<file path="src/rtl/rrsd_pkg.sv">
`timescale 1ns / 1ps
// Package for the remote report stick/dial decoder.
// Holds register indexes, link event codes, reset values and the fisheye clip helper.
package rrsd_pkg;

  // configuration register indexes
  localparam logic [1:0] CFG_RELEASE_DIST = 2'd0;
  localparam logic [1:0] CFG_SQUARE_LIMIT = 2'd1;
  localparam logic [1:0] CFG_FISHEYE_GAIN = 2'd2;

  localparam int unsigned CFG_DATA_W = 16;
  localparam int unsigned CFG_IDX_W  = 2;

  // register reset values
  localparam logic [6:0]  RELEASE_DIST_RST = 7'd5;
  localparam logic [14:0] SQUARE_LIMIT_RST = 15'd8192;
  localparam logic [15:0] FISHEYE_GAIN_RST = 16'd54292;

  // link event codes
  localparam logic [1:0] LINK_NONE  = 2'd0;
  localparam logic [1:0] LINK_ALLOW = 2'd1;
  localparam logic [1:0] LINK_DENY  = 2'd2;

  // unknown remote count after reset, never matches a 4-bit count
  localparam logic [4:0] REMOTE_COUNT_UNKNOWN = 5'h1F;

  // report kind that carries stick, dials and button
  localparam logic [3:0] KIND_STICK = 4'd0;

  // unity in Q30
  localparam logic [31:0] FISH_ONE = 32'h4000_0000;

  // shared multiplier geometry
  localparam int unsigned MUL_A_W = 17;
  localparam int unsigned MUL_B_W = 33;
  localparam int unsigned MUL_P_W = MUL_A_W + MUL_B_W;

  // floor(p / 2^30), clip to -128..127, offset by 128
  function automatic logic [7:0] fish_clip(input logic signed [MUL_P_W-1:0] p);
    logic signed [MUL_P_W-31:0] f;
    logic [7:0]                  r;
    f = p[MUL_P_W-1:30];
    if (f > 127) begin
      r = 8'hFF;
    end else if (f < -128) begin
      r = 8'h00;
    end else begin
      r = {~f[7], f[6:0]};
    end
    return r;
  endfunction

endpackage

</file>
<file path="src/rtl/rrsd_mul.sv">
`timescale 1ns / 1ps
// Shared signed multiplier with a registered product and a load enable.
// Depends on rrsd_pkg for operand widths.
module rrsd_mul (
  input  logic                                clk_i,
  input  logic                                en_i,
  input  logic signed [rrsd_pkg::MUL_A_W-1:0] a_i,
  input  logic signed [rrsd_pkg::MUL_B_W-1:0] b_i,
  output logic signed [rrsd_pkg::MUL_P_W-1:0] p_o
);
  import rrsd_pkg::*;

  logic signed [MUL_P_W-1:0] p_q;

  // product register, holds while the sequencer is not stepping
  always_ff @(posedge clk_i) begin
    if (en_i) begin
      p_q <= MUL_P_W'(a_i) * MUL_P_W'(b_i);
    end
  end

  assign p_o = p_q;

endmodule
</file>
<file path="config.mk">
export PLATFORM = sky130hd
export DESIGN_NAME = rrsd_mul
export DESIGN_NICKNAME = d
export VERILOG_FILES = /design/src/rtl/rrsd_pkg.sv /design/src/rtl/rrsd_mul.sv
export SDC_FILE = /design/constraint.sdc
export NUM_CORES = 2
export LEC_CHECK = 0
export ABC_AREA = 1
export ABC_CLOCK_PERIOD_IN_PS = 6600
export CORE_AREA = 3 3 155 308
export CTS_BUF_LIST = sky130_fd_sc_hd__clkbuf_2
export CTS_CLUSTER_DIAMETER = 80
export CTS_CLUSTER_SIZE = 16
export DETAILED_ROUTE_END_ITERATION = 8
export DIE_AREA = 0 0 158 311
export DONT_BUFFER_PORTS = 1
export GPL_ROUTABILITY_DRIVEN = 0
export HOLD_SLACK_MARGIN = 0.1
export PLACE_DENSITY = 0.67
export SETUP_SLACK_MARGIN = 0.05
export SKIP_CTS_REPAIR_TIMING = 1
export SLEW_MARGIN = 0
export SYNTH_ARGS = -nofsm -noshare
export SYNTH_HDL_FRONTEND = slang
export SYNTH_SLANG_ARGS = --single-unit
</file>
<file path="constraint.sdc">
create_clock -name clk_i -period 6.6 [get_ports clk_i]
set_clock_uncertainty 0.15 [all_clocks]
set_input_delay 0.66 -clock clk_i [delete_from_list [all_inputs] [get_ports clk_i]]
set_output_delay 0.66 -clock clk_i [all_outputs]
set_load 0.05 [all_outputs]
</file>
# Word-level counts from Yosys, hierarchy flattened
# Index checks and enable logic that the tools add are counted.
# word_totals
inputBits	52
output_inout_bits	50
elab_cells	2
ff_bits	50
# op_classes
mul	1
# op_table
op	count
$mul 17x33->50	1

# Depth between registers and ports, before layout
# logic_depth
depth_word	1
mapped_depth	29

# Worst setup path after synthesis
# No wires, ideal clock.
# synth_path
path_type	in2reg
start	input port b_i[32] (netlist bit)
end	register p_q[48], in the netlist p_o[48] (data pin)
t_arrival_ns	5.873
cell_stages	24
n_path_buf	2
path_slack_ns	0.323
path_cell_list	clkbuf_1 -> clkbuf_1 -> nand2_1 -> fa_1 -> inv_1 -> fa_1 -> inv_1 -> fa_1 -> inv_1 -> fa_1 -> inv_1 -> fa_1 -> inv_1 -> fa_1 -> ha_1 -> inv_1 -> nor3_2 -> nand2_1 -> nor2_1 -> inv_1 -> nor2_1 -> nand2_1 -> nand4_1 -> nand2_1
# synth_between
elab_chain_cells	1
# synth_rtl
element	line_no	source
start, declared	rrsd_mul.sv:8	input logic signed [rrsd_pkg::MUL_B_W-1:0] b_i,
$mul 17x33->50	rrsd_mul.sv:18	p_q <= MUL_P_W'(a_i) * MUL_P_W'(b_i);
end signal, assigned	rrsd_mul.sv:18	
end, declared	rrsd_mul.sv:13	logic signed [MUL_P_W-1:0] p_q;
# No other way between the ends.
# A chain may end at the register's enable or synchronous reset.

# Final worst setup path
# layout_path
start	input port a_i[2] (netlist bit)
end	register p_q[40], in the netlist p_o[40] (data pin)
# layout_between
elab_chain_cells	1
# layout_rtl
element	line_no	source
start, declared	rrsd_mul.sv:7	input logic signed [rrsd_pkg::MUL_A_W-1:0] a_i,
$mul 17x33->50	rrsd_mul.sv:18	
# No other way between the ends.

==> impl_metrics.py <==
metrics = {
    "status": {
        "status": "complete, no violations",
    },
    "synth": {
        "yosysWarnings": 0,
        "synth_top_area_cell": "fa_1",
        "synth_seq_cells": 50,
        "synthAdderAreaFrac": 0.536,
        "avgSynthCellArea_sq_um": 7.65,
        "synth_top_family_by_area": "adder cells",
        "synthSimpleGateAreaFrac": 0.201,
        "ys_top_cells_by_area": "fa_1 47%, inv_1 15%, nand2_1 15%, edfxtp_1 6.6%, ha_1 6.4%",
        "synth_compound_area_frac": 0.00962,
        "seq_area_frac_synth": 0.0660,
        "yosys.area.top_type_share": 0.472,
        "synth_area_sq_um": 22800,
        "synth_xor_xnor_area_share": 0.0100,
        "syn-num-nets": 3681,
        "synth_cells": 2976,
        "synth.area.mux_share": 0,
        "synth.distinct_cells": 25,
    },
    "critical_path": {
        "cp.arrival_ns": 5.96,
        "required_ns": 6.69,
        "critPathLaunchType": "input pin",
        "crit_path_max_fanout": 33,
        "critPathMaxStageDelay_ns": 0.66,
        "criticalPathCategory": "input pin to flop",
        "crit_path_top_delay_cell": "fa_1",
        "crit_path_frequent_cell": "fa_1",
        "crit_path_end_kind": "flop",
        "worstPathCellList": "nand2_1, inv_1, fa_1, inv_1, fa_1, inv_1, fa_1, fa_1, fa_1, inv_1, fa_1, inv_1, ha_1, nand2_1, nor2_1, nand2_1, nor3_1, nand3b_1, nand4_1, nand2_1",
        "cp-startpoint": "a_i[2]",
        "crit_end": "p_o[40]",
    },
    "clock_network": {
        "cts_sinks": 50,
        "clkTransAtPathRegs_ns": 0.25,
        "cts-root-buf": "clkbuf_2",
        "tritoncts": "built",
        "clk_path_buf_depth": 2,
        "h-tree-depth": 2,
        "cts_inserted_buffers": 5,
    },
    "global_routing": {
        "grt_pass1_vias": 20100,
        "antenna_found_initial": 2,
        "grt_max_degree": 51,
        "grt_util_all_layers": 0.276,
        "grt_overflow_total": 0,
        "grt_pass1_wl_um": 105000,
    },
    "route": {
        "wl_um": 64600,
        "drc": 0,
        "drt_iter0_markers": 1012,
        "vias": 17900,
        "wl_per_cell_um": 18.9,
        "postRouteAntennaNets": 0,
        "drtPass1Iterations": 6,
        "detail_route.vias_per_cell": 5.24,
    },
    "floorplanning": {
        "io_pins": 102,
        "core_sq_um": 45700,
        "initial_core_util": 0.498,
        "die_area_sq_um": 49100,
        "dieWidth_um": 158,
        "rows": 111,
        "die_h_um": 311,
    },
    "sta": {
        "worst_pin_slew_ns": 1.18,
        "fin_crit_sh": 0.891,
        "max_slew_margin": 0.208,
        "fmax_ghz": 0.170,
        "finalHoldViolations": 0,
        "grt_setup_unrepaired": "no",
        "finalCriticalPeriod_ns": 5.88,
        "setup_tns_ns": 0,
        "setup_viol": 0,
        "slew_violations": 0,
    },
    "hold_path": {
        "hp-class": "input pin to flop",
    },
    "cells_and_area": {
        "drive_gt1_frac": 0.0277,
        "largest_register_ffs": 50,
        "syn2layout_area_growth_pct": 1.38,
        "layout.nets": 3560,
        "nFillCells": 4367,
    },
    "run": {
        "drv_cap": 0,
    },
    "placed_design": {
        "numPortBuffers": 0,
        "post-dp-hpwl_um": 53500,
    },
}
## cell usage after synthesis
| cell | count |
|---|---|
| o21ai_0 | 4 |
| nand2_1 | 924 |
| buf_1 | 1 |
| nand2_2 | 21 |
| or2_2 | 7 |
| nand4_1 | 18 |
| nor2_2 | 14 |
| nor3_1 | 5 |
| nor3_2 | 9 |
| nand3_1 | 47 |
| nand3_2 | 1 |
| xnor2_1 | 5 |
| ha_1 | 117 |
| o21bai_1 | 4 |
| a21oi_2 | 1 |
| a21oi_1 | 32 |
| fa_1 | 536 |
| inv_2 | 9 |
| edfxtp_1 | 50 |
| nand3b_1 | 1 |
| nor2_1 | 76 |
| clkbuf_1 | 132 |
| inv_1 | 934 |
| nor2_4 | 7 |
| xor2_1 | 21 |
## per-stage QoR
stage	setup slack [ns]	hold slack (ns)	area, sq um	std cells	utilization
global route	0.486	0.100	23100	3422	0.505
floorplan	0.323	0.622	22800	2976	-
global placement	0.335	0.626	23000	3410	0.503
detailed placement	0.292	0.625	23000	3410	0.503
finish	0.722	0.144	23100	3423	0.505
CTS	0.796	0.0589	23000	3418	0.504
## final cells by class
class                   instances  area (sq um)  area share
multi-input cells            1850         17200       0.746
diodes                          2          5.00    0.000217
inverters                     943          3540       0.153
clock inverters                 2          13.8    0.000597
well taps                     565           707      0.0306
repair buffers                  5          57.6     0.00249
clock buffers                   6          30.0     0.00130
flip-flops and latches         50          1500      0.0651
## critical path: cells and delay by family
family	cells	cell delay, ns
AND/OR/NAND/NOR	8	1.22
adder cells (fa/ha/maj)	7	3.66
buffers and inverters	5	0.39
## worst min path at each step
stage / startpoint / end / slack, ns / depth (start not counted)
floorplan: en_i / p_o[0] / 0.62 / 0
global placement: en_i / p_o[1] / 0.63 / 0
detailed placement: en_i / p_o[1] / 0.63 / 0
CTS: en_i / p_o[21] / 0.06 / 0
global route: en_i / p_o[19] / 0.10 / 0
finish: en_i / p_o[19] / 0.14 / 0
## layout by cell type, fill, tap and decap left out, types with 2 or more instances in the layout
cell and instances:
nor2_2 14, a21oi_1 32, nor3_1 5, xor2_1 21
fa_1 536, nor2_1 76, edfxtp_1 50, clkbuf_2 6
nand2_2 21, nand2_1 924, nor2_4 7, diode_2 2
inv_1 934, inv_2 9, nor3_2 9, nand4_1 18
o21bai_1 4, nand3_1 47, o21ai_0 4, or2_2 7
dlygate4sd3_1 3, ha_1 117, xnor2_1 5
## cells by family (layout without fill, tap and decap cells)
kind of cell    after synthesis  after routing
xor+xnor                     26             26
flops                        50             50
fa+ha+maj                   653            653
other cells                   0              2
simple gates               1130           1130
buf+inv                    1076            956
compound gates               41             41
## per-layer routing
metal	track usage	vias up	routed length (um)
met3	0.0319	283	3220
met4	0.171	0	5000
li1	-	7950	-
met2	0.515	701	35800
met1	0.286	9005	20600
met5	0	-	0
Power is left out: the tool's default activity adds up to more than one toggle a clock period on the data nets, which glitch-free logic cannot reach.
